<file path="src/rtl/core/assert_macros.svh">
// Assertion macros shared by the RTL of the voxel painter.
// Define NO_ASSERTIONS to compile every assertion away.
`ifndef ASSERT_MACROS_SVH
`define ASSERT_MACROS_SVH
`ifndef NO_ASSERTIONS
`define EVP_ASSERT_IMP(label, clk, rst, ante, cons, msg) \
  label: assert property (@(posedge clk) disable iff (rst) (ante) |-> (cons)) else $error(msg);
`define EVP_ASSERT_NXT(label, clk, rst, ante, cons, msg) \
  label: assert property (@(posedge clk) disable iff (rst) (ante) |=> (cons)) else $error(msg);
`else
`define EVP_ASSERT_IMP(label, clk, rst, ante, cons, msg)
`define EVP_ASSERT_NXT(label, clk, rst, ante, cons, msg)
`endif
`endif

</file>
<file path="src/rtl/core/evp_pkg.sv">
// Package of the ellipsoid voxel painter: sizes, codes and shared types.
// Used by every module of the block except the generic RAM.
`timescale 1ns / 1ps
package evp_pkg;

  localparam int MAX_X = 64;
  localparam int MAX_Y = 64;
  localparam int MAX_Z = 64;
  localparam int VOL_WORDS = MAX_X * MAX_Y * MAX_Z;
  localparam int VOL_AW = $clog2(VOL_WORDS);

  localparam int CW   = 6;   // center coordinate
  localparam int DW   = 16;  // diameter, Q8.8
  localparam int VW   = 16;  // voxel edge length, Q8.8
  localparam int SW   = 7;   // size register
  localparam int FW   = 32;  // voxel word
  localparam int CNTW = 19;  // fill counters
  localparam int RIW  = 18;  // read index
  localparam int CFG_IW = 3;
  localparam int CFG_DW = 16;

  localparam int FRAC  = 24;
  localparam int TERMW = FRAC + 1;
  localparam int TABW  = TERMW + 1;  // reject flag and term
  localparam logic [TERMW-1:0] FIX_ONE = TERMW'(1) << FRAC;
  localparam int NPW = 2 * CW + 2 * VW + 2;

  localparam int QDEPTH = 2;
  localparam int QPW = $clog2(QDEPTH);
  localparam int TAB_DEPTH = QDEPTH * (1 << CW);
  localparam int TAB_AW = QPW + CW;

  localparam logic [CNTW-1:0] CNT_SAT = '1;

  localparam logic [CFG_IW-1:0] REG_SIZE_X = 3'd0;
  localparam logic [CFG_IW-1:0] REG_SIZE_Y = 3'd1;
  localparam logic [CFG_IW-1:0] REG_SIZE_Z = 3'd2;
  localparam logic [CFG_IW-1:0] REG_VLEN_X = 3'd3;
  localparam logic [CFG_IW-1:0] REG_VLEN_Y = 3'd4;
  localparam logic [CFG_IW-1:0] REG_VLEN_Z = 3'd5;

  localparam logic CMD_DRAW = 1'b0;
  localparam logic CMD_READ = 1'b1;

  // Effective configuration: sizes already clamped, lengths never zero.
  typedef struct packed {
    logic [2:0][SW-1:0] size;
    logic [2:0][VW-1:0] vlen;
  } cfg_t;

  typedef struct packed {
    logic               cmd;
    logic               empty;
    logic [QPW-1:0]     slot;
    logic [2:0][CW-1:0] ctr;
    logic [2:0][CW-1:0] lo;
    logic [2:0][CW-1:0] hi;
    logic [FW-1:0]      fill;
    logic               last;
    logic [RIW-1:0]     ridx;
  } qent_t;

  typedef struct packed {
    logic           full;
    logic           empty;
    logic [QPW-1:0] wr_slot;
  } qstat_t;

  typedef struct packed {
    logic clearing;
  } bstat_t;

  typedef struct packed {
    logic [2:0]        we;
    logic [TAB_AW-1:0] addr;
    logic [TABW-1:0]   data;
  } tabw_t;

endpackage

</file>
<file path="src/rtl/core/evp_front.sv">
// Front end: accepts items, finds the clamped bounding box and fills the
// per-axis term tables. Depends on evp_pkg.
`timescale 1ns / 1ps
module evp_front import evp_pkg::*; (
  input  logic           clk,
  input  logic           rst,
  input  logic           cmd_valid,
  output logic           cmd_stall,
  input  logic           cmd,
  input  logic [CW-1:0]  center_x,
  input  logic [CW-1:0]  center_y,
  input  logic [CW-1:0]  center_z,
  input  logic [DW-1:0]  diam_x,
  input  logic [DW-1:0]  diam_y,
  input  logic [DW-1:0]  diam_z,
  input  logic [FW-1:0]  fill_value,
  input  logic           last_of_batch,
  input  logic [RIW-1:0] read_index,
  input  cfg_t           cfg,
  input  qstat_t         qstat,
  input  bstat_t         bstat,
  output logic           push,
  output qent_t          push_ent,
  output tabw_t          tabw
);

  typedef enum logic [3:0] {
    F_IDLE, F_RSET, F_LO, F_HI, F_DIV, F_RND, F_NXT, F_CHK,
    F_TSET, F_TSQ, F_TMUL, F_TCMP, F_TDIV, F_TNXT, F_PUSH
  } state_t;

  state_t             state;
  qent_t              ent;
  logic [2:0][DW-1:0] diam;
  logic [1:0]         ax;
  logic [VW:0]        q;
  logic [VW+CW:0]     qc;
  logic [VW+SW:0]     sq;
  logic [VW+CW+1:0]   div_num;
  logic [CW-1:0]      div_q;
  logic [2:0]         div_bit;
  logic               div_hi;
  logic [2*VW+1:0]    vv4;
  logic [2*DW-1:0]    dd;
  logic [CW-1:0]      off;
  logic [CW-1:0]      amax;
  logic [2*CW-1:0]    osq;
  logic [NPW-1:0]     nprod;
  logic [2*DW-1:0]    rem;
  logic [TERMW-1:0]   quo;
  logic [4:0]         tbit;

  logic [CW-1:0]      cur_c;
  logic [DW-1:0]      cur_d;
  logic [VW-1:0]      cur_v;
  logic [SW-1:0]      cur_sz;
  logic [VW:0]        q_c;
  logic [VW+CW+1:0]   phi;
  logic [VW+CW+1:0]   qs;
  logic [VW+1:0]      r2;
  logic               inc;
  logic [CW-1:0]      fr;
  logic [CW-1:0]      span_lo;
  logic [CW-1:0]      span_hi;
  logic [2*DW:0]      dr2;
  logic               dge;
  logic [2*DW-1:0]    rem_n;
  logic [TERMW-1:0]   quo_n;
  logic               bad_box;

  always_comb begin
    cur_c   = ent.ctr[ax];
    cur_d   = diam[ax];
    cur_v   = cfg.vlen[ax];
    cur_sz  = cfg.size[ax];
    q_c     = {cur_v, 1'b0};
    phi     = (VW + CW + 2)'(qc) + (VW + CW + 2)'(cur_d);
    qs      = (VW + CW + 2)'(q) << div_bit;
    r2      = {div_num[VW:0], 1'b0};
    inc     = (r2 > (VW + 2)'(q)) || ((r2 == (VW + 2)'(q)) && div_q[0]);
    fr      = div_q + CW'(inc);
    span_lo = cur_c - ent.lo[ax];
    span_hi = (ent.hi[ax] > cur_c) ? (ent.hi[ax] - cur_c) : '0;
    dr2     = {rem, 1'b0};
    dge     = dr2 >= {1'b0, dd};
    rem_n   = dge ? (2 * DW)'(dr2 - {1'b0, dd}) : dr2[2*DW-1:0];
    quo_n   = {quo[TERMW-2:0], dge};
    bad_box = 1'b0;
    for (int a = 0; a < 3; a++) begin
      if (ent.lo[a] > ent.hi[a]) begin
        bad_box = 1'b1;
      end
    end
  end

  assign cmd_stall = (state != F_IDLE) || qstat.full || bstat.clearing;
  assign push      = (state == F_PUSH);
  assign push_ent  = ent;

  always_ff @(posedge clk) begin
    if (rst) begin
      state   <= F_IDLE;
      tabw.we <= '0;
    end else begin
      tabw.we <= '0;
      unique case (state)
        F_IDLE: begin
          if (cmd_valid && !cmd_stall) begin
            ent.cmd   <= cmd;
            ent.empty <= 1'b0;
            ent.slot  <= qstat.wr_slot;
            ent.ctr   <= {center_z, center_y, center_x};
            ent.lo    <= '0;
            ent.hi    <= '0;
            ent.fill  <= fill_value;
            ent.last  <= last_of_batch;
            ent.ridx  <= read_index;
            diam      <= {diam_z, diam_y, diam_x};
            ax        <= 2'd0;
            if (cmd == CMD_READ) begin
              state <= F_PUSH;
            end else if (diam_x == '0 || diam_y == '0 || diam_z == '0) begin
              ent.empty <= 1'b1;
              state     <= F_PUSH;
            end else begin
              state <= F_RSET;
            end
          end
        end
        F_RSET: begin
          q     <= q_c;
          qc    <= (VW + CW + 1)'(q_c) * (VW + CW + 1)'(cur_c);
          sq    <= (VW + SW + 1)'(cur_sz - SW'(1)) * (VW + SW + 1)'(q_c);
          state <= F_LO;
        end
        F_LO: begin
          if (qc <= (VW + CW + 1)'(cur_d)) begin
            ent.lo[ax] <= '0;
            state      <= F_HI;
          end else begin
            div_num <= (VW + CW + 2)'(qc) - (VW + CW + 2)'(cur_d);
            div_q   <= '0;
            div_bit <= 3'(CW - 1);
            div_hi  <= 1'b0;
            state   <= F_DIV;
          end
        end
        F_HI: begin
          if (phi >= (VW + CW + 2)'(sq)) begin
            ent.hi[ax] <= CW'(cur_sz - SW'(1));
            state      <= F_NXT;
          end else begin
            div_num <= phi;
            div_q   <= '0;
            div_bit <= 3'(CW - 1);
            div_hi  <= 1'b1;
            state   <= F_DIV;
          end
        end
        F_DIV: begin
          if (div_num >= qs) begin
            div_num        <= div_num - qs;
            div_q[div_bit] <= 1'b1;
          end
          if (div_bit == '0) begin
            state <= F_RND;
          end else begin
            div_bit <= div_bit - 3'd1;
          end
        end
        F_RND: begin
          if (div_hi) begin
            ent.hi[ax] <= fr;
            state      <= F_NXT;
          end else begin
            ent.lo[ax] <= fr;
            state      <= F_HI;
          end
        end
        F_NXT: begin
          if (ax == 2'd2) begin
            state <= F_CHK;
          end else begin
            ax    <= ax + 2'd1;
            state <= F_RSET;
          end
        end
        F_CHK: begin
          ax <= 2'd0;
          if (bad_box) begin
            ent.empty <= 1'b1;
            state     <= F_PUSH;
          end else begin
            state <= F_TSET;
          end
        end
        F_TSET: begin
          vv4   <= {(2 * VW)'(cur_v) * (2 * VW)'(cur_v), 2'b00};
          dd    <= (2 * DW)'(cur_d) * (2 * DW)'(cur_d);
          amax  <= (span_lo > span_hi) ? span_lo : span_hi;
          off   <= '0;
          state <= F_TSQ;
        end
        F_TSQ: begin
          osq   <= (2 * CW)'(off) * (2 * CW)'(off);
          state <= F_TMUL;
        end
        F_TMUL: begin
          nprod <= NPW'(osq) * NPW'(vv4);
          state <= F_TCMP;
        end
        F_TCMP: begin
          tabw.addr <= {ent.slot, off};
          if (nprod > NPW'(dd)) begin
            tabw.we[ax] <= 1'b1;
            tabw.data   <= {1'b1, TERMW'(0)};
            state       <= F_TNXT;
          end else if (nprod == NPW'(dd)) begin
            tabw.we[ax] <= 1'b1;
            tabw.data   <= {1'b0, FIX_ONE};
            state       <= F_TNXT;
          end else begin
            rem   <= nprod[2*DW-1:0];
            quo   <= '0;
            tbit  <= '0;
            state <= F_TDIV;
          end
        end
        F_TDIV: begin
          rem  <= rem_n;
          quo  <= quo_n;
          tbit <= tbit + 5'd1;
          if (tbit == 5'(FRAC - 1)) begin
            tabw.we[ax] <= 1'b1;
            tabw.data   <= {1'b0, quo_n};
            state       <= F_TNXT;
          end
        end
        F_TNXT: begin
          if (off == amax) begin
            if (ax == 2'd2) begin
              state <= F_PUSH;
            end else begin
              ax    <= ax + 2'd1;
              state <= F_TSET;
            end
          end else begin
            off   <= off + CW'(1);
            state <= F_TSQ;
          end
        end
        F_PUSH: begin
          state <= F_IDLE;
        end
        default: begin
          state <= F_IDLE;
        end
      endcase
    end
  end

endmodule

</file>
<file path="config.mk">
export PLATFORM = sky130hd
export DESIGN_NAME = evp_front
export DESIGN_NICKNAME = d
export VERILOG_FILES = /design/src/rtl/core/assert_macros.svh /design/src/rtl/core/evp_pkg.sv /design/src/rtl/core/evp_front.sv
export SDC_FILE = /design/constraint.sdc
export NUM_CORES = 2
export LEC_CHECK = 0
export BUFFER_PORTS_ARGS = -buffer_cell sky130_fd_sc_hd__buf_2
export CORE_MARGIN = 1
export CORE_UTILIZATION = 47
export CTS_CLUSTER_DIAMETER = 60
export CTS_CLUSTER_SIZE = 24
export DETAILED_ROUTE_END_ITERATION = 7
export SYNTH_ARGS = -nofsm -noshare
export SYNTH_HDL_FRONTEND = slang
export SYNTH_SLANG_ARGS = --single-unit
</file>
<file path="constraint.sdc">
create_clock -name clk -period 13.8 [get_ports clk]
set_clock_uncertainty 0.1 [all_clocks]
set_input_delay 0.69 -clock clk [delete_from_list [all_inputs] [get_ports clk]]
set_output_delay 0.69 -clock clk [all_outputs]
set_load 0.03 [all_outputs]
</file>
# After elaboration in Yosys (flattened, before gate mapping)
# Cells that the tools add are included.
# totals
ff_bits,486
latch_bits,0
ram_bits,0
mem_bits_ro,0
output_inout_bits,146
wordCells,246
mem_count,0
# classes
n_addsub,13
multipliers,6
div_mod_pow,0
order_cmp,15
eq_ne,36
n_shift,1
mux,91
bitwise,4
reduce_logical,41
# ops
op,n
$mux W24,5
$pmux W18 S3,2
$mux W107,1
$mux W32,3
$mux W26,3
$mux W18,4
$pmux W24 S3,1
$bmux W16 S2,2
$mul A16 B16 Y32,2
$pmux W32 S2,1
$mux W6,10
$pmux W4 S14,1
$bwmux W18,3
$pmux W26 S2,1
$ge A24 B24 Y1,2
$logic_not A16 Y1,3
$pmux W24 S2,1
$eq A46 B32 Y1,1
$gt A46 B32 Y1,1
$mul A12 B32 Y44,1
$bmux W6 S2,3
$mux W3,12
$ge A33 B32 Y1,1
$mux W16,2
65 further kinds,141

# Longest topological paths before layout
# depth
depth_word,8
ltp_mapped,34
ltp_nobuf,29

# Worst setup path after synthesis
# OpenSTA, ideal clock, no wires.
# synth_path
path_type,flip-flop to flip-flop
start,register ax[0]
end,"register dd[30], data pin"
setup_ps,258
arrival_ps,7629
path_slack_ps,5814
path_stages_with_launch,30
path_buffers,4
synth_period_minus_slack_ps,7986
cell_sequence,edfxtp_1 -> buf_2 -> buf_2 -> buf_2 -> buf_2 -> mux2i_1 -> nor2_1 -> a21oi_2 -> clkinv_1 -> nand2_1 -> inv_1 -> fa_1 -> inv_1 -> fa_1 -> inv_1 -> fa_1 -> inv_1 -> fa_1 -> fa_1 -> fa_1 -> inv_1 -> ha_1 -> a2111oi_0 -> a211oi_1 -> o21a_1 -> nor2b_1 -> o41ai_2 -> o2111ai_1 -> a21oi_1 -> xnor2_1
# synth_between
elab_chain_len,3
# synth_lines
item,line_no,rtl
start: declaration,evp_front.sv:35,logic [1:0] ax;
start signal: assignment,evp_front.sv:184,ax <= ax + 2'd1;
start signal: assignment,evp_front.sv:244,ax <= ax + 2'd1;
$bmux W16 S2,evp_front.sv:73,cur_d = diam[ax];
$mux W16 (implied by the code),evp_front.sv:73,
$mul A16 B16 Y32,evp_front.sv:199,dd <= (2 * DW)'(cur_d) * (2 * DW)'(cur_d);
end signal: assignment,evp_front.sv:199,
end: declaration,evp_front.sv:44,logic [2*DW-1:0] dd;
# No other way between the ends. The select of a mux whose other input is x is not followed.
# A chain may end at the register's enable or synchronous reset.

# Final worst setup path
# layout_path
start,register ax[0]
end,register div_q[4] (enable)
# layout_between
elab_chain_len,6
# layout_lines
item,line_no,rtl
$bmux W16 S2 *,evp_front.sv:73,
$mux W16 (implied by the code) *,evp_front.sv:73,
$add A23 B16 Y24,evp_front.sv:77,phi = (VW + CW + 2)'(qc) + (VW + CW + 2)'(cur_d);
$ge A24 B24 Y1,evp_front.sv:149,if (phi >= (VW + CW + 2)'(sq)) begin
$ne A2 B2 Y1 (no line),-,
$reduce_and A5 Y1 (no line) *,-,
end signal: assignment,evp_front.sv:142,div_q <= '0;
end signal: assignment,evp_front.sv:154,div_q <= '0;
end signal: indexed assignment,evp_front.sv:163,div_q[div_bit] <= 1'b1;
end: declaration,evp_front.sv:40,logic [CW-1:0] div_q;
# Mark *: on every way between the ends. The rest lies on a longest branch, timed or not. The select of a mux whose other input is x is not followed.

==> results.md <==
Detailed routing:
- The final routed DRC violation total is 0.
- In this run, the number of DRC markers left after iteration 0 of detailed routing was 3,257.
- In the routed layout, each cell is associated on average with a via count of 5.40.
- The met2 wire length is 75,000 um.
- The number of nets still failing antenna checks after routing is 0.
- Wire segments on met3 add up to 8610 um in the final route.
- The vias after detailed routing is 43,800.
- Dividing the detail-routed wire length by the instance count gives 19.6 um.
- The highest signal layer in the routed design is met5.
- The first detailed-routing pass ran for 6 iterations.
- The sum of routed wire length over all layers is 159,000 um.
- The wire length on met1 is 69,500 um.

CTS:
- After clock tree synthesis, the setup repair step added 0 buffers.
- TritonCTS built the clock tree.
- The CTS buffer count is 57.
- The number of clock sinks is 482.
- The count of cells resized by post-cts repair is 0.
- Buffers inserted to repair hold after CTS numbered 0.
- The tree is rooted in a clkbuf_16.
- The total number of H-tree levels is 2.
- The insertion delay to the later sink of the worst-skew pair is 0.70 ns.
- The clock input transition at the sequential cells of the worst setup and hold paths is 0.07 ns.
- The longest clock path from root to sink contains 3 buffers.

Synth:
- Sorting the synthesized cells by area gives the leading types as fa_1 (27%), edfxtp_1 (24%), ha_1 (13%).
- The share of the synthesized area in the top cell type is 26.8%.
- The Yosys warning count is 0.
- Sequential cells were found to cover 24.2% of the synthesized design area.
- The post-synthesis sequential element count is 482.
- Counting distinct cell types in the post-synthesis netlist gives 88.
- The post-synthesis instance area is 59,600 um^2.
- Synthesis handed over a netlist of 6,124 instances.
- The biggest area consumer among synthesized cells is fa_1.
- Each instance of the synthesized netlist takes up on average 9.74 um^2.
- In the post-synthesis netlist, the cell with the most instances is inv_1.
- Of all flip-flops after synthesis, the portion carrying an async set or reset was 0%.
- Among all flip-flop cells after synthesis, the most frequent one is edfxtp_1.
- The commonest cells after synthesis are inv_1 (1,074), fa_1 (799), nand2_1 (642).
- In this run, synthesis inferred 475 flip-flops with an integrated enable.

Worst setup path:
- Along the worst path, the maximum fanout reaches 58.
- The signal on the critical path passes through buf_12 > nor2_4 > buf_4 > a21oi_2 > clkinv_1 > ha_1 > o21ai_0 > nand3_1 > a221oi_2 > nor2_1 > o21ai_1 > nor2_1 > xor2_1 > ha_1 > a21o_1 > a21oi_1 > nand2_1 > or3_1 > o311a_1 > a31oi_1 > nand3_1 > a21oi_2 > buf_4.
- The required time of the worst setup path is 14.02 ns.
- The reg-to-reg endpoint is div_q[4].
- The critical path is of the flip-flop to flip-flop type.
- The slowest stage of the critical path is the clkinv_1 cell.
- The maximum single-stage delay on the critical path is 0.84 ns.
- The worst register-to-register path has a setup slack of 4.27 ns.
- The worst setup path is launched from a flip-flop.
- The kind of end point of the critical path is a flip-flop.
- The worst endpoint data arrival time is 9.74 ns.
- The startpoint of the worst register-to-register path is ax[0].
- The number of cells traversed by the worst register-to-register path is 23.

Timing:
- The max-slew violation count is 0.
- The accumulated negative setup slack is 0 ns.
- The clock period minus worst slack is 9.53 ns.
- The worst pin sits at a relative slew slack of 23.6%.
- The maximum clock rate is 0.105 GHz.
- The final-report hold violation count is 0.
- The final critical path takes up 69.0% of the cycle.
- Setup repair after global routing left no endpoint under its margin.
- At the pin with the least slew margin, the transition time is 1.14 ns.
- The setup-violating endpoint count in the final report is 0.

Floorplanning:
- The count of standard-cell rows is 130.
- The die width is 358 um.
- The height of the die is 358 um.
- The region available for standard cell placement spans 126,000 um^2.
- The floorplan step defined a die boundary enclosing 128,000 um^2.
- During I/O placement, the number of pins put on the boundary was 340.
- Once the floorplan was initialized, standard cells occupied 47.4% of the core.

Finish:
- The fraction of layout instances using a drive strength above 1 is 9.34%.
- The final-stage net count is 8,002.
- The filler cell count is 11,500.
- Registers take 14,400 um^2.
- After routing the design area is 65,400 um^2.
- The layout overhead on the synthesized area is 9.64%.
- In the final layout, the multi-input gates occupy 40,400 um^2.

Min path:
- The worst hold path terminates at push_ent[10].
- The count of cells along the worst hold path is 1.
- The worst hold path begins at read_index[10].
- The class of the tightest hold or removal check is input port to flip-flop.

Place:
- Port buffering added 338 buffers.
- The last weighted congestion value of the routability-driven placer is 0.931.
- The HPWL after detailed placement is 124,000 um.
- The standard cell area after detailed placement is 63,400 um^2.

Global routing:
- The number of antenna violations at the first check in global routing is 5.
- The overall routing resource usage is 25.3%.
- The global route total overflow is 0.
- The number of global-route vias before repair is 45,400.
- The first global-routing pass estimated 252,000 um of wire.
- The maximum number of pins on one net before global-route repair is 71.

Run status:
- The run finished with clean final reports.

Job:
- The tool flagged a number of max-cap violations equal to 0.
-- cell type report --
| class | instances | share of cell area (%) |
|---|---|---|
| multi-input cells | 4341 | 61.8 |
| flip-flops and latches | 482 | 22.0 |
| inverters | 1094 | 6.28 |
| repair buffers | 428 | 3.64 |
| well taps | 1650 | 3.16 |
| clock buffers | 64 | 2.22 |
| clock inverters | 44 | 0.821 |
| diodes | 2 | 0.00766 |
-- worst max-delay path by stage --
stage | from | endpoint | slack, ns | cells past startpoint
2_1_floorplan | ax[0] | dd[30] | 5.81 | 29
3_3_place_gp | ax[0] | dd[30] | 4.48 | 26
3_5_place_dp | ax[0] | dd[30] | 4.44 | 26
4_1_cts | ax[0] | div_q[4] | 4.40 | 23
5_1_grt | ax[0] | dd[30] | 3.90 | 26
6_report | ax[0] | div_q[4] | 4.27 | 23
-- per-stage QoR --
| stage | setup slack, ns | cells | hold WS (ns) | util [%] |
|---|---|---|---|---|
| after detailed placement | 4.44 | 7995 | 0.350 | 50.4 |
| final | 4.27 | 8105 | 0.0603 | 52.0 |
| after global placement | 4.48 | 7995 | 0.348 | 50.4 |
| after floorplan | 5.81 | 6127 | 0.324 | - |
| after global routing | 3.90 | 8103 | 0.0237 | 52.0 |
| after CTS | 4.40 | 8103 | 0.00867 | 52.0 |
-- cell usage in the layout (no fill, tap or decap), drive strengths merged, types with 23 or more instances in the layout --
cell type and count:
o21a 40, edfxtp 475, clkbuf 64, nor4 27, o21bai 32, and3 30
clkinv 33, inv 1098, xnor2 186, nand2b 52, ha 605, nand3 58
nor2b 43, buf 428, fa 799, nand2 642, nor2 483, a31oi 33
o21ai 183, a21o 104, a21oi 276, xor2 86, nand4 39, and2 205
nor3 57, a211oi 23, mux2i 81
-- kinds of logic (layout without fill, tap and decap cells) --
| family | Yosys count | in the layout | synth area share [%] |
|---|---|---|---|
| AO/OA/AOI/OAI | 868 | 868 | 9.36 |
| XOR/XNOR | 272 | 272 | 4.01 |
| adder cells (fa/ha/maj) | 1410 | 1410 | 39.6 |
| buffers and inverters | 1304 | 1630 | 8.26 |
| flip-flops | 482 | 482 | 24.2 |
| multiplexers | 91 | 91 | 1.68 |
| other | 2 | 7 | 0.0126 |
| AND/OR/NAND/NOR | 1695 | 1695 | 12.9 |
-- state kept, by name (all words and copies together) (netlist names), 11 cells and up --
signal and flops:
qc 22, vv4 31, div_num 24, sq 23, diam 48, quo 24
push_ent 108, dd 31, nprod 43, osq 11, q 16, tabw 36
rem 32
-- worst max-delay path, delay by kind of cell, from the launching register on --
kind                       cells  cell delay [ns]
AOI/OAI and AO/OA              9             4.02
buffers and inverters          4             1.93
and+or+nand+nor                7             1.39
adders and majority gates      2             0.76
DFF                            1             0.56
xor gates and xnor gates       1             0.26
-- layer usage --
metal / GRT usage, % / vias up
li1: - / 20500
met1: 34.2 / 21700
met2: 42.3 / 1284
met3: 3.18 / 258
met4: 8.06 / 2
met5: 0 / -
Power is not shown: default switching activity piles up to over one toggle a cycle in this logic, so the estimate is an artifact.
