**src/rtl/core/assert_macros.svh**
```systemverilog
// Assertion macros shared by the RTL of the voxel painter.
// Define NO_ASSERTIONS to compile every assertion away.
`ifndef ASSERT_MACROS_SVH
`define ASSERT_MACROS_SVH
`ifndef NO_ASSERTIONS
`define EVP_ASSERT_IMP(label, clk, rst, ante, cons, msg) \
  label: assert property (@(posedge clk) disable iff (rst) (ante) |-> (cons)) else $error(msg);
`define EVP_ASSERT_NXT(label, clk, rst, ante, cons, msg) \
  label: assert property (@(posedge clk) disable iff (rst) (ante) |=> (cons)) else $error(msg);
`else
`define EVP_ASSERT_IMP(label, clk, rst, ante, cons, msg)
`define EVP_ASSERT_NXT(label, clk, rst, ante, cons, msg)
`endif
`endif

```
**src/rtl/core/evp_pkg.sv**
```systemverilog
// Package of the ellipsoid voxel painter: sizes, codes and shared types.
// Used by every module of the block except the generic RAM.
`timescale 1ns / 1ps
package evp_pkg;

  localparam int MAX_X = 64;
  localparam int MAX_Y = 64;
  localparam int MAX_Z = 64;
  localparam int VOL_WORDS = MAX_X * MAX_Y * MAX_Z;
  localparam int VOL_AW = $clog2(VOL_WORDS);

  localparam int CW   = 6;   // center coordinate
  localparam int DW   = 16;  // diameter, Q8.8
  localparam int VW   = 16;  // voxel edge length, Q8.8
  localparam int SW   = 7;   // size register
  localparam int FW   = 32;  // voxel word
  localparam int CNTW = 19;  // fill counters
  localparam int RIW  = 18;  // read index
  localparam int CFG_IW = 3;
  localparam int CFG_DW = 16;

  localparam int FRAC  = 24;
  localparam int TERMW = FRAC + 1;
  localparam int TABW  = TERMW + 1;  // reject flag and term
  localparam logic [TERMW-1:0] FIX_ONE = TERMW'(1) << FRAC;
  localparam int NPW = 2 * CW + 2 * VW + 2;

  localparam int QDEPTH = 2;
  localparam int QPW = $clog2(QDEPTH);
  localparam int TAB_DEPTH = QDEPTH * (1 << CW);
  localparam int TAB_AW = QPW + CW;

  localparam logic [CNTW-1:0] CNT_SAT = '1;

  localparam logic [CFG_IW-1:0] REG_SIZE_X = 3'd0;
  localparam logic [CFG_IW-1:0] REG_SIZE_Y = 3'd1;
  localparam logic [CFG_IW-1:0] REG_SIZE_Z = 3'd2;
  localparam logic [CFG_IW-1:0] REG_VLEN_X = 3'd3;
  localparam logic [CFG_IW-1:0] REG_VLEN_Y = 3'd4;
  localparam logic [CFG_IW-1:0] REG_VLEN_Z = 3'd5;

  localparam logic CMD_DRAW = 1'b0;
  localparam logic CMD_READ = 1'b1;

  // Effective configuration: sizes already clamped, lengths never zero.
  typedef struct packed {
    logic [2:0][SW-1:0] size;
    logic [2:0][VW-1:0] vlen;
  } cfg_t;

  typedef struct packed {
    logic               cmd;
    logic               empty;
    logic [QPW-1:0]     slot;
    logic [2:0][CW-1:0] ctr;
    logic [2:0][CW-1:0] lo;
    logic [2:0][CW-1:0] hi;
    logic [FW-1:0]      fill;
    logic               last;
    logic [RIW-1:0]     ridx;
  } qent_t;

  typedef struct packed {
    logic           full;
    logic           empty;
    logic [QPW-1:0] wr_slot;
  } qstat_t;

  typedef struct packed {
    logic clearing;
  } bstat_t;

  typedef struct packed {
    logic [2:0]        we;
    logic [TAB_AW-1:0] addr;
    logic [TABW-1:0]   data;
  } tabw_t;

endpackage

```
**src/rtl/core/evp_queue.sv**
```systemverilog
// Short queue of classified items between the front and back ends.
// Depends on evp_pkg.
`timescale 1ns / 1ps
module evp_queue import evp_pkg::*; (
  input  logic   clk,
  input  logic   rst,
  input  logic   push,
  input  qent_t  push_ent,
  input  logic   pop,
  output qent_t  head,
  output qstat_t qstat
);

  qent_t          mem [QDEPTH];
  logic [QPW-1:0] wp;
  logic [QPW-1:0] rp;
  logic [QPW:0]   cnt;

  assign head          = mem[rp];
  assign qstat.full    = (cnt == (QPW + 1)'(QDEPTH));
  assign qstat.empty   = (cnt == '0);
  assign qstat.wr_slot = wp;

  always_ff @(posedge clk) begin
    if (push) begin
      mem[wp] <= push_ent;
    end
  end

  always_ff @(posedge clk) begin
    if (rst) begin
      wp  <= '0;
      rp  <= '0;
      cnt <= '0;
    end else begin
      if (push) begin
        wp <= (wp == QPW'(QDEPTH - 1)) ? '0 : wp + QPW'(1);
      end
      if (pop) begin
        rp <= (rp == QPW'(QDEPTH - 1)) ? '0 : rp + QPW'(1);
      end
      cnt <= cnt + (QPW + 1)'(push) - (QPW + 1)'(pop);
    end
  end

endmodule

```
**config.mk**
```make
export PLATFORM = sky130hd
export DESIGN_NAME = evp_queue
export DESIGN_NICKNAME = d
export VERILOG_FILES = /design/src/rtl/core/assert_macros.svh /design/src/rtl/core/evp_pkg.sv /design/src/rtl/core/evp_queue.sv
export SDC_FILE = /design/constraint.sdc
export NUM_CORES = 1
export LEC_CHECK = 0
export BUFFER_PORTS_ARGS = -buffer_cell sky130_fd_sc_hd__buf_4
export CAP_MARGIN = 15
export CORE_MARGIN = 2
export CORE_UTILIZATION = 55
export DETAILED_ROUTE_END_ITERATION = 7
export GPL_TIMING_DRIVEN = 0
export HOLD_SLACK_MARGIN = 0.03
export PLACE_DENSITY_LB_ADDON = 0.2
export SYNTH_ARGS = -nofsm -noshare
export SYNTH_HDL_FRONTEND = slang
export SYNTH_SLANG_ARGS = --single-unit
export TNS_END_PERCENT = 50
```
**constraint.sdc**
```tcl
create_clock -name clk -period 10.49 [get_ports clk]
set_input_delay 2.098 -clock clk [delete_from_list [all_inputs] [get_ports clk]]
set_output_delay 2.098 -clock clk [all_outputs]
set_load 0.05 [all_outputs]
```
After elaboration in Yosys (flattened, before gate mapping)
Memory sizes are Yosys's and may differ from the RTL's. A register that Yosys moved wholly into a read port is not among the register bits.
Index checks and enable logic that the tools add are counted.
{"block": "word_totals", "reg_bits": 4, "output_inout_bits": 111, "ramBits": 216, "inputBits": 112, "n_memories": 1, "elab_cells": 16}
{"block": "classes", "n_mux": 6, "n_eq_ne": 1, "n_reduce_logical": 1, "add_sub_neg": 4}
{"memory": "mem", "words": 2, "width": 108, "rd": 1, "rd_ports_with_merged_regs": 1, "write_ports": 1, "line": "evp_queue.sv:14", "rtl": "qent_t mem [QDEPTH];"}
{"op": "2-to-1 mux 1 bit", "count": 6}
{"op": "adder 1 bit, second input constant", "count": 2}
{"op": "adder 2 x 1 -> 2 bit", "count": 1}
{"op": "equality test 2 bit, second input constant", "count": 1}
{"op": "logical NOT 2 bit", "count": 1}
{"op": "subtractor 2 x 1 -> 2 bit", "count": 1}

Logic depth before layout (Yosys ltp)
Gate-level depths: netlist of run 1.
{"block": "logic_depth", "word_depth": 4, "depth_mapped": 6}

Least setup slack after synthesis of run 1
No wires, ideal clock.
{"block": "synth_path", "path_type": "input-to-reg", "startpoint": "input port push", "endpoint": "memory mem[0][0] (netlist name) (enable)", "slack_ps": 3109, "arrival_ps": 6792, "path_stages": 1, "path_buffers": 0, "required_time_ps": 9901, "cell_sequence": "nor2b_1"}
{"block": "synth_via", "elab_chain_len": 2}
{"element": "start: declaration", "line": "evp_queue.sv:7", "rtl": "input logic push,"}
{"element": "2-to-1 mux 1 bit", "line": "evp_queue.sv:25", "rtl": "if (push) begin"}
{"element": "2-to-1 mux 1 bit (implied by the code)", "line": "evp_queue.sv:26", "rtl": "mem[wp] <= push_ent;"}
{"element": "end: declaration", "line": "evp_queue.sv:14"}
No other way between the ends.

==> results of run 1 <==
power breakdown:
part / total (mW) / switching (mW) / internal [mW] / leakage, nW
Clock: 0.737 / 0.294 / 0.443 / 0.321
Combinational: 0.421 / 0.268 / 0.153 / 1.72
Sequential: 1.04 / 0.0138 / 1.03 / 2.07
Total: 2.20 / 0.576 / 1.63 / 4.11
cells by family (layout without fill, tap and decap cells):
family	count (synthesis)	count (layout)
fa+ha+maj	2	2
xor+xnor	3	3
simple gates	9	9
flops	221	221
buf+inv	15	278
mux	108	108
stage by stage:
step	cell area (um2)	hold WS, ns	util [%]	power (mW)
3_3_place_gp	9980	0.493	69.2	1.48
5_1_grt	10700	0.572	74.5	2.28
2_1_floorplan	8090	0.480	-	1.35
6_report	10700	0.557	74.5	2.20
4_1_cts	10700	0.570	74.5	2.22
3_5_place_dp	10100	0.531	69.9	1.49
worst max-delay path by stage:
| stage | from | slack [ns] | end |
|---|---|---|---|
| after global placement | push | 0.52 | mem[0][84] |
| after global routing | flip-flop | 6.48 | head[69] |
| after floorplan | push | 3.11 | mem[0][0] |
| after detailed placement | push | 6.82 | mem[0][84] |
| after CTS | flip-flop | 6.52 | head[85] |
| final | flip-flop | 6.56 | head[85] |
cell type report:
type                    instances  area, um2
plain buffers                  13       92.6
clock buffers                  29        556
clock inverters                 8        110
fillers                       843       3680
inverters                       2       7.51
multi-input cells             122       1410
flip-flops and latches        221       6590
well taps                     184        230
repair buffers                226       1750
layer usage:
metal	share of wire, %	global-route usage (%)	vias up
met5	0	0	-
met3	8.6	6.29	21
met4	1.6	4.90	0
met1	38	22.5	2028
li1	-	-	1914
met2	52	33.5	158
layout by cell type, fill, tap and decap left out:
cell type / count
nor2b_4: 1
nor2_1: 5
inv_1: 2
edfxtp_1: 216
nor2b_1: 2
clkbuf_1: 8
xnor3_1: 1
buf_6: 4
buf_2: 8
ha_1: 2
bufinv_16: 3
buf_4: 223
mux2_2: 88
clkinv_1: 4
xnor2_1: 2
clkinv_2: 1
clkbuf_16: 21
and2_4: 1
buf_12: 3
dfxtp_1: 5
mux2_4: 20
buf_16: 1
sequential cells by signal, summed over array words and instances (netlist names), named ones only:
| name | flops |
|---|---|
| cnt | 2 |
| mem | 216 |
| rp | 1 |
| wp | 1 |
worst max-delay path: cells and delay by family (launching register included):
kind	cells	cell delay, ns
DFF	1	0.32
muxes	1	0.31
buffers and inverters	4	0.70
cell usage after synthesis:
cell,instances,share of area (%)
edfxtp_1,216,80
nor2_1,5,0.23
buf_4,1,0.093
and2_1,1,0.077
mux2_2,88,12
dfxtp_1,5,1.2
buf_6,4,0.56
xnor2_1,2,0.22
nor2b_1,3,0.23
buf_2,8,0.50
inv_1,2,0.093
xnor3_1,1,0.28
mux2_4,20,3.7
ha_1,2,0.31
==> metrics.yaml, run 1 <==
status:
  status: "completed"
setup_path:
  worstPathCellList: "buf_6 > buf_6 > buf_6 > mux2_4 > buf_4"
  critPathMaxStageDelay_ns: 0.32
  crit_fanout: 10
  critical_path_class: "reg2out"
  cpMostUsedCell: "buf_6"
  cp-end-kind: "output pin"
  crit-reg2reg-launch: "wp"
  crit_required_ns: 8.39
  reg2reg_slack_ns: 8.63
  worstSetupStartpointType: "flip-flop"
  r2r-end: "mem[1][81]"
  reg2regPathDepth: 2
  slowest_stage: "dfxtp_1"
  arrival_ns: 1.83
clock_network:
  htree_num_levels: 1
  numCtsBuffers: 21
  cts_tree: "done"
  cts_sinks: 221
  path_clk_slew_ns: 0.06
  clk_latency_ns: 0.49
  cts_resized: 0
  cts_setup_buffers: 0
  cts_hold_buffers: 0
  root_buffer: "clkbuf_16"
  clk_path_buf_depth: 3
global_routing:
  grt_max_degree: 59
  first_global_vias: 4422
  gr-total-overflow: 0
  grt_use_total_pct: 18.9
  antenna_found_initial: 0
  grt_pass1_wl_um: 23000
timing:
  relSlewSlack_pct: 52.2
  grt_setup_unrepaired: "no"
  finClkSkew_ns: 0.0213
  post-route-worst-setup-slack_ns: 6.56
  fmax_mhz: 255
  min_period_over_period_pct: 37.4
  slew_viol_final: 0
  post-route-min-period_ns: 3.93
  fin_tns_setup_ns: 0
  finalSetupViolCount: 0
  hold_viol_final: 0
  tightest_slew_ns: 0.716
place:
  gp_congestion: 0.698
  dp_cells: 768
  dpl.hpwl_um: 10100
  io_buffers: 222
  dp_slack_ns: 6.82
yosys:
  synth_seq_cells: 221
  synth_top_family_by_area: "multiplexers"
  ys_types: 14
  synth.area.mux_share_pct: 16.0
  yosys_warnings: 0
  synthAdderAreaFrac_pct: 0.309
  syn_nets: 472
  synth-simple-area-share_pct: 0.542
  yosysSeqAreaShare_pct: 81.4
  synth-compound-area-share_pct: 0
  syn_inst: 358
  synthXorXnorAreaFrac_pct: 0.495
  syn_avg_cell_area_um2: 22.6
  synth_area_um2: 8090
finish:
  drive_above_1_share_pct: 60.2
  area_growth_pct: 32.9
  antenna_cells: 0
  final_cells: 805
  fin_nets: 721
power:
  power-per-cell-area_nw_per_um2: 205
  vdd_ir_drop_max_mv: 0.156
  p_leak_nw: 4.11
drt:
  drt-total-wl_um: 15200
  drtPass1Iterations: 7
  wire_per_inst_um: 18.9
  remaining_drc_errors: 0
  vias_per_cell: 5.12
  drt_iter0_drc: 272
  vias: 4121
  drtAntennaViolNets: 0
floorplan:
  die_x_um: 125
  initial_utilization_pct: 56.1
  core_um2: 14400
  die-area_um2: 15700
  rows: 44
  die_y_um: 125
  io_pins: 223
hold_path:
  worstHoldStart: "rp"
  hold_depth: 2
  holdPathEnd: "rp"
  hold_class: "reg2reg"
flow_run:
  max_cap_violations: 0
Note: power is estimated with default switching activity, not from simulation.
==> run 2: changes to the inputs <==
Settings changed: ABC_AREA set to 1, CORE_UTILIZATION 55 to 47.
Clock period 10.49 ns to 3.2 ns, I/O delays scaled along.
==> run 2 against run 1 <==
Against the previous run: sequential share of layout area is 0.45 points lower; worst hold slack worse by 0.23 ns; final area up 0.73%; area after synthesis barely moved; setup slack lost 5.8 ns; wire length shrank 1.6%; register-to-register slack worse by 7.4 ns; combinational power rose to 3.0 times the previous value; sequential power grew to 3.3 times the previous value; synthesized cell count up 2.8%; core utilization shrank 9.7 points; total power increased to 3.2 times the previous value; highest routed layer unchanged.
==> metrics.yaml, run 2 <==
status:
  status: "completed"
floorplan:
  io_pins: 223
  die_y_um: 135
  initial_utilization_pct: 48.5
  die-area_um2: 18300
  rows: 47
  core_um2: 16700
  die_x_um: 135
clock_network:
  cts_sinks: 221
  numCtsBuffers: 23
  clk_path_buf_depth: 3
  path_clk_slew_ns: 0.06
  cts_hold_buffers: 0
  cts_setup_buffers: 0
  cts_resized: 0
  root_buffer: "clkbuf_16"
  clk_latency_ns: 0.50
  htree_num_levels: 1
  cts_tree: "done"
power:
  power_mw: 7.14
  p_leak_nw: 4.14
  power-per-cell-area_nw_per_um2: 659
  vdd_ir_drop_max_mv: 0.488
timing:
  grt_setup_unrepaired: "no"
  hold_viol_final: 0
  post-route-min-period_ns: 2.48
  finalSetupViolCount: 0
  min_period_over_period_pct: 77.6
  finClkSkew_ns: 0.00626
  relSlewSlack_pct: 38.9
  fmax_mhz: 403
  slew_viol_final: 0
  tightest_slew_ns: 0.914
finish:
  drive_above_1_share_pct: 59.7
  fillers: 1192
  layout_commonest_cell: "buf_4"
  area_growth_pct: 33.7
  regMostFlops: "mem"
  fin_util_pct: 64.8
  final_cell_area_um2: 10800
  antenna_cells: 0
  fin_nets: 733
  final_cells: 852
  largest_reg_flops: 216
  largestRegisters: "mem: 216 flops, cnt: 2 flops"
  layout_common_cells: "223 x buf_4, 216 x edfxtp_1, 88 x mux2_2, 23 x clkbuf_16, 20 x mux2_4"
yosys:
  syn_inst: 368
  synth_area_um2: 8090
  yosysMostFrequentCell: "edfxtp_1"
  synth_top_area_share_pct: 80.1
  synth-async-reset-ratio_pct: 0
  ys.flop_type: "edfxtp_1"
  syn_avg_cell_area_um2: 22.0
  synth-edff-count: 216
  yosysSeqAreaShare_pct: 81.4
  synth_seq_cells: 221
  synthTopCellsByArea: "edfxtp_1 80%, mux2_2 12%, mux2_4 3.7%, dfxtp_1 1.2%, buf_6 0.56%"
  yosys_warnings: 0
  yosys.area.top_type: "edfxtp_1"
  synthTopCellsByCount: "216 x edfxtp_1, 88 x mux2_2, 20 x mux2_4"
  syn_nets: 482
  ys_types: 15
drt:
  drt-total-wl_um: 15000
  wire_per_inst_um: 17.6
  vias_per_cell: 4.84
  drtPass1Iterations: 4
  drt_iter0_drc: 163
  remaining_drc_errors: 0
  drtAntennaViolNets: 0
  vias: 4125
setup_path:
  arrival_ns: 1.84
  critical_path_class: "reg2out"
  worstSetupStartpointType: "flip-flop"
  cp-end-kind: "output pin"
  crit_required_ns: 2.56
  crit_fanout: 10
global_routing:
  gr-total-overflow: 0
  grt_max_degree: 64
  antenna_found_initial: 0
  first_global_vias: 4504
  grt_use_total_pct: 15.8
  grt_pass1_wl_um: 22400
place:
  gp_congestion: 0.710
  io_buffers: 222
  placed_area_um2: 10100
  dp_cells: 814
  dpl.hpwl_um: 10100
flow_run:
  max_cap_violations: 0
hold_path:
  hold_class: "in2reg"
## run 2: worst max-delay path, stage by stage, from the launching register on
cell and delay, ns:
dfxtp_1 0.32, buf_6 0.15, buf_2 0.30, mux2_2 0.39, buf_4 0.20
## run 2: layout make-up
class,count,area (um2),share of cell area [%]
repair buffers,226,1750,16.2
well taps,220,275,2.54
plain buffers,13,92.6,0.855
multi-input cells,126,1390,12.9
flip-flops and latches,221,6590,60.8
clock inverters,9,93.8,0.867
inverters,8,32.5,0.301
clock buffers,29,598,5.52
## run 2: cell families after synthesis
family	share of synthesized area, %
DFF	81.4
muxes	16.0
buffers and inverters	1.51
and+or+nand+nor	0.680
adders and majority gates	0.309
AOI/OAI and AO/OA	0.0618
xor gates and xnor gates	0.108
## run 2: power breakdown
part	leakage (nW)	total [mW]	switching (mW)	internal (mW)
clock network	0.337	2.47	0.998	1.47
registers	2.07	3.39	0.0350	3.35
logic	1.74	1.28	0.812	0.466
total	4.14	7.14	1.85	5.29
## run 2: through the flow
stage | setup WS (ns) | hold slack (ns) | TNS [ns]
finish | 0.717 | 0.324 | 0
global route | 0.642 | 0.306 | 0
CTS | 0.671 | 0.299 | 0
detailed placement | 0.820 | 0.508 | 0
global placement | -1.34 | 0.494 | -193.98
floorplan | -0.0635 | 0.480 | -6.86
## run 2: path summary, 6_finish.rpt
| check | cells after the start | slack, ns | to | startpoint |
|---|---|---|---|---|
| max | 4 | 0.72 | head[101] | flip-flop |
| min | 1 | 0.32 | mem[1][23] | push_ent[23] |
| max reg2reg | 3 | 1.26 | mem[0][83] | wp |
| min reg2reg | 2 | 0.52 | rp | rp |
## run 2: layer usage
| metal | global-route usage (%) | share of wire (%) | up-vias |
|---|---|---|---|
| met2 | 26.8 | 49 | 170 |
| met4 | 6.08 | 2.8 | 0 |
| met1 | 18.7 | 39 | 1986 |
| met5 | 0 | 0 | - |
| li1 | - | - | 1938 |
| met3 | 5.57 | 9.5 | 31 |
==> run 3: changes to the inputs <==
Settings changed: CORE_UTILIZATION 47 to 52.
Clock period 3.2 ns to 2.35 ns, I/O delays scaled along.
==> run 3 against run 2 <==
Against the previous run: cell count decreased by 3.3%; total power up 34%; largest power group unchanged; final area increased by 0.15%; critical path type unchanged; clock-buffer cell count down 1.
==> metrics.yaml, run 3 (synthesis results as in run 2) <==
status:
  status: "completed"
drt:
  vias: 4198
  wire_per_inst_um: 18.2
  drt_iter0_drc: 211
  remaining_drc_errors: 0
  vias_per_cell: 5.09
  drtPass1Iterations: 4
  drtAntennaViolNets: 0
  drt-total-wl_um: 15000
setup_path:
  r2r-end: "mem[1][83]"
  reg2regPathDepth: 3
  path_delay_family: "buffers and inverters"
  critPathMaxStageDelay_ns: 0.32
  crit_required_ns: 1.88
  arrival_ns: 1.82
  worstSetupStartpointType: "flip-flop"
  crit-reg2reg-launch: "wp"
  cp-end-kind: "output pin"
  critical_path_class: "reg2out"
  cpMostUsedCell: "buf_6"
  cp.buffers_inverters: 4
  slowest_stage: "dfxtp_1"
  reg2reg_slack_ns: 0.43
  crit_fanout: 10
  worstPathCellList: "buf_6 > buf_6 > buf_8 > mux2_4 > buf_4"
place:
  io_buffers: 222
  dpl.hpwl_um: 10400
  dp_slack_ns: 0.165
  placed_area_um2: 10200
  gp_congestion: 0.728
power:
  combPwrFrac_pct: 18.4
  internal-power_mw: 7.01
  p_leak_nw: 4.15
  switching_power_mw: 2.54
  p_seq_share_pct: 48.3
  power-per-cell-area_nw_per_um2: 881
  p_clk_share_pct: 33.2
  swShare_pct: 26.6
  vdd_ir_drop_max_mv: 0.685
clock_network:
  numCtsBuffers: 23
  path_clk_slew_ns: 0.06
  clk_path_buf_depth: 3
  cts_hold_buffers: 0
  clk_latency_ns: 0.50
  cts_sinks: 221
  root_buffer: "clkbuf_16"
  cts_setup_buffers: 0
  cts_tree: "done"
  htree_num_levels: 1
global_routing:
  use_met2_pct: 31.9
  top_usage_layer: "met2"
  first_global_vias: 4508
  antenna_found_initial: 0
  gr-total-overflow: 0
  use_met3_pct: 5.45
  grt_pass1_wl_um: 22700
  use_met1_pct: 20.3
  grt_use_total_pct: 17.9
  grt_max_degree: 40
timing:
  grt_setup_unrepaired: "yes"
  post-route-worst-setup-slack_ns: 0.0591
  finalSetupViolCount: 0
  min_period_over_period_pct: 97.5
  slew_viol_final: 0
  relSlewSlack_pct: 44.1
  hold_viol_final: 0
  fmax_mhz: 437
  tightest_slew_ns: 0.837
  finClkSkew_ns: 0.0141
  post-route-min-period_ns: 2.29
finish:
  largestRegisters: "mem: 216 flops, cnt: 2 flops"
  drive_above_1_share_pct: 59.9
  regMostFlops: "mem"
  fin_nets: 735
  area_growth_pct: 33.9
  layout_commonest_cell: "buf_4"
  largest_reg_flops: 216
  layout_common_cells: "224 x buf_4, 216 x edfxtp_1, 88 x mux2_2, 23 x clkbuf_16, 20 x mux2_4"
  antenna_cells: 0
  fillers: 985
  final_cell_area_um2: 10800
floorplan:
  initial_utilization_pct: 53.2
  core_um2: 15200
  die_x_um: 129
  rows: 45
  die_y_um: 129
  io_pins: 223
  die-area_um2: 16600
flow_run:
  max_cap_violations: 0
hold_path:
  hold_class: "in2reg"
  worstHoldStart: "push_ent[50]"
  hold_depth: 1
  holdPathEnd: "mem[0][50]"
==> run 3: repair_timing <==
action                                  4_1_cts  5_1_grt
endpoints found under the setup margin       28       49
endpoints found under the hold margin         0        0
resized for setup                             1        2
==> run 3: cell type report <==
cell class,instances,area (um2),area share [%]
Tap cell,188,235,2.17
Clock inverter,12,66.3,0.612
Multi-Input combinational cell,126,1410,13.0
Sequential cell,221,6590,60.8
Inverter,8,46.3,0.427
Timing Repair Buffer,228,1800,16.6
Clock buffer,28,594,5.48
Buffer,13,103,0.946
==> run 3: per-stage QoR <==
stage                     instances  TNS, ns  hold WS (ns)  power (mW)  util (%)
after floorplan                 368   -31.52         0.480        5.87         -
after global placement          778  -256.64         0.494        6.41      66.0
after detailed placement        784        0         0.512        6.47      66.9
after CTS                       824  -0.0989         0.129        9.65      71.3
after global routing            824   -0.512         0.132        9.88      71.3
final                           824        0         0.149        9.55      71.3
==> run 3: worst reg2reg max path: stages (launching register included) <==
cell and delay, ns:
dfxtp_1 0.40, nand2_8 0.10, clkinvlp_4 0.66, buf_12 0.47
==> run 3: how the worst max path moves through the flow <==
stage	end	slack (ns)	cells after the start	startpoint
floorplan	mem[0][0]	-0.15	2	push
global placement	mem[1][78]	-1.23	3	push
detailed placement	mem[1][83]	0.17	4	push
CTS	head[92]	-0.01	5	flip-flop
global route	head[83]	-0.02	5	flip-flop
finish	head[79]	0.06	5	flip-flop
==> run 3: power by group through the flow <==
stage	registers, mW	clock network [mW]	logic, mW
final	4.62	3.18	1.76
after CTS	4.62	3.25	1.78
after detailed placement	4.70	0	1.77
after global placement	4.70	0	1.71
after floorplan	4.69	0	1.17
after global routing	4.63	3.40	1.85
==> run 3: routing by layer <==
metal  up-vias  wire, um
met2       160      7750
li1       1951         -
met5         -         0
met1      2061      5600
met4         0       381
met3        26      1260
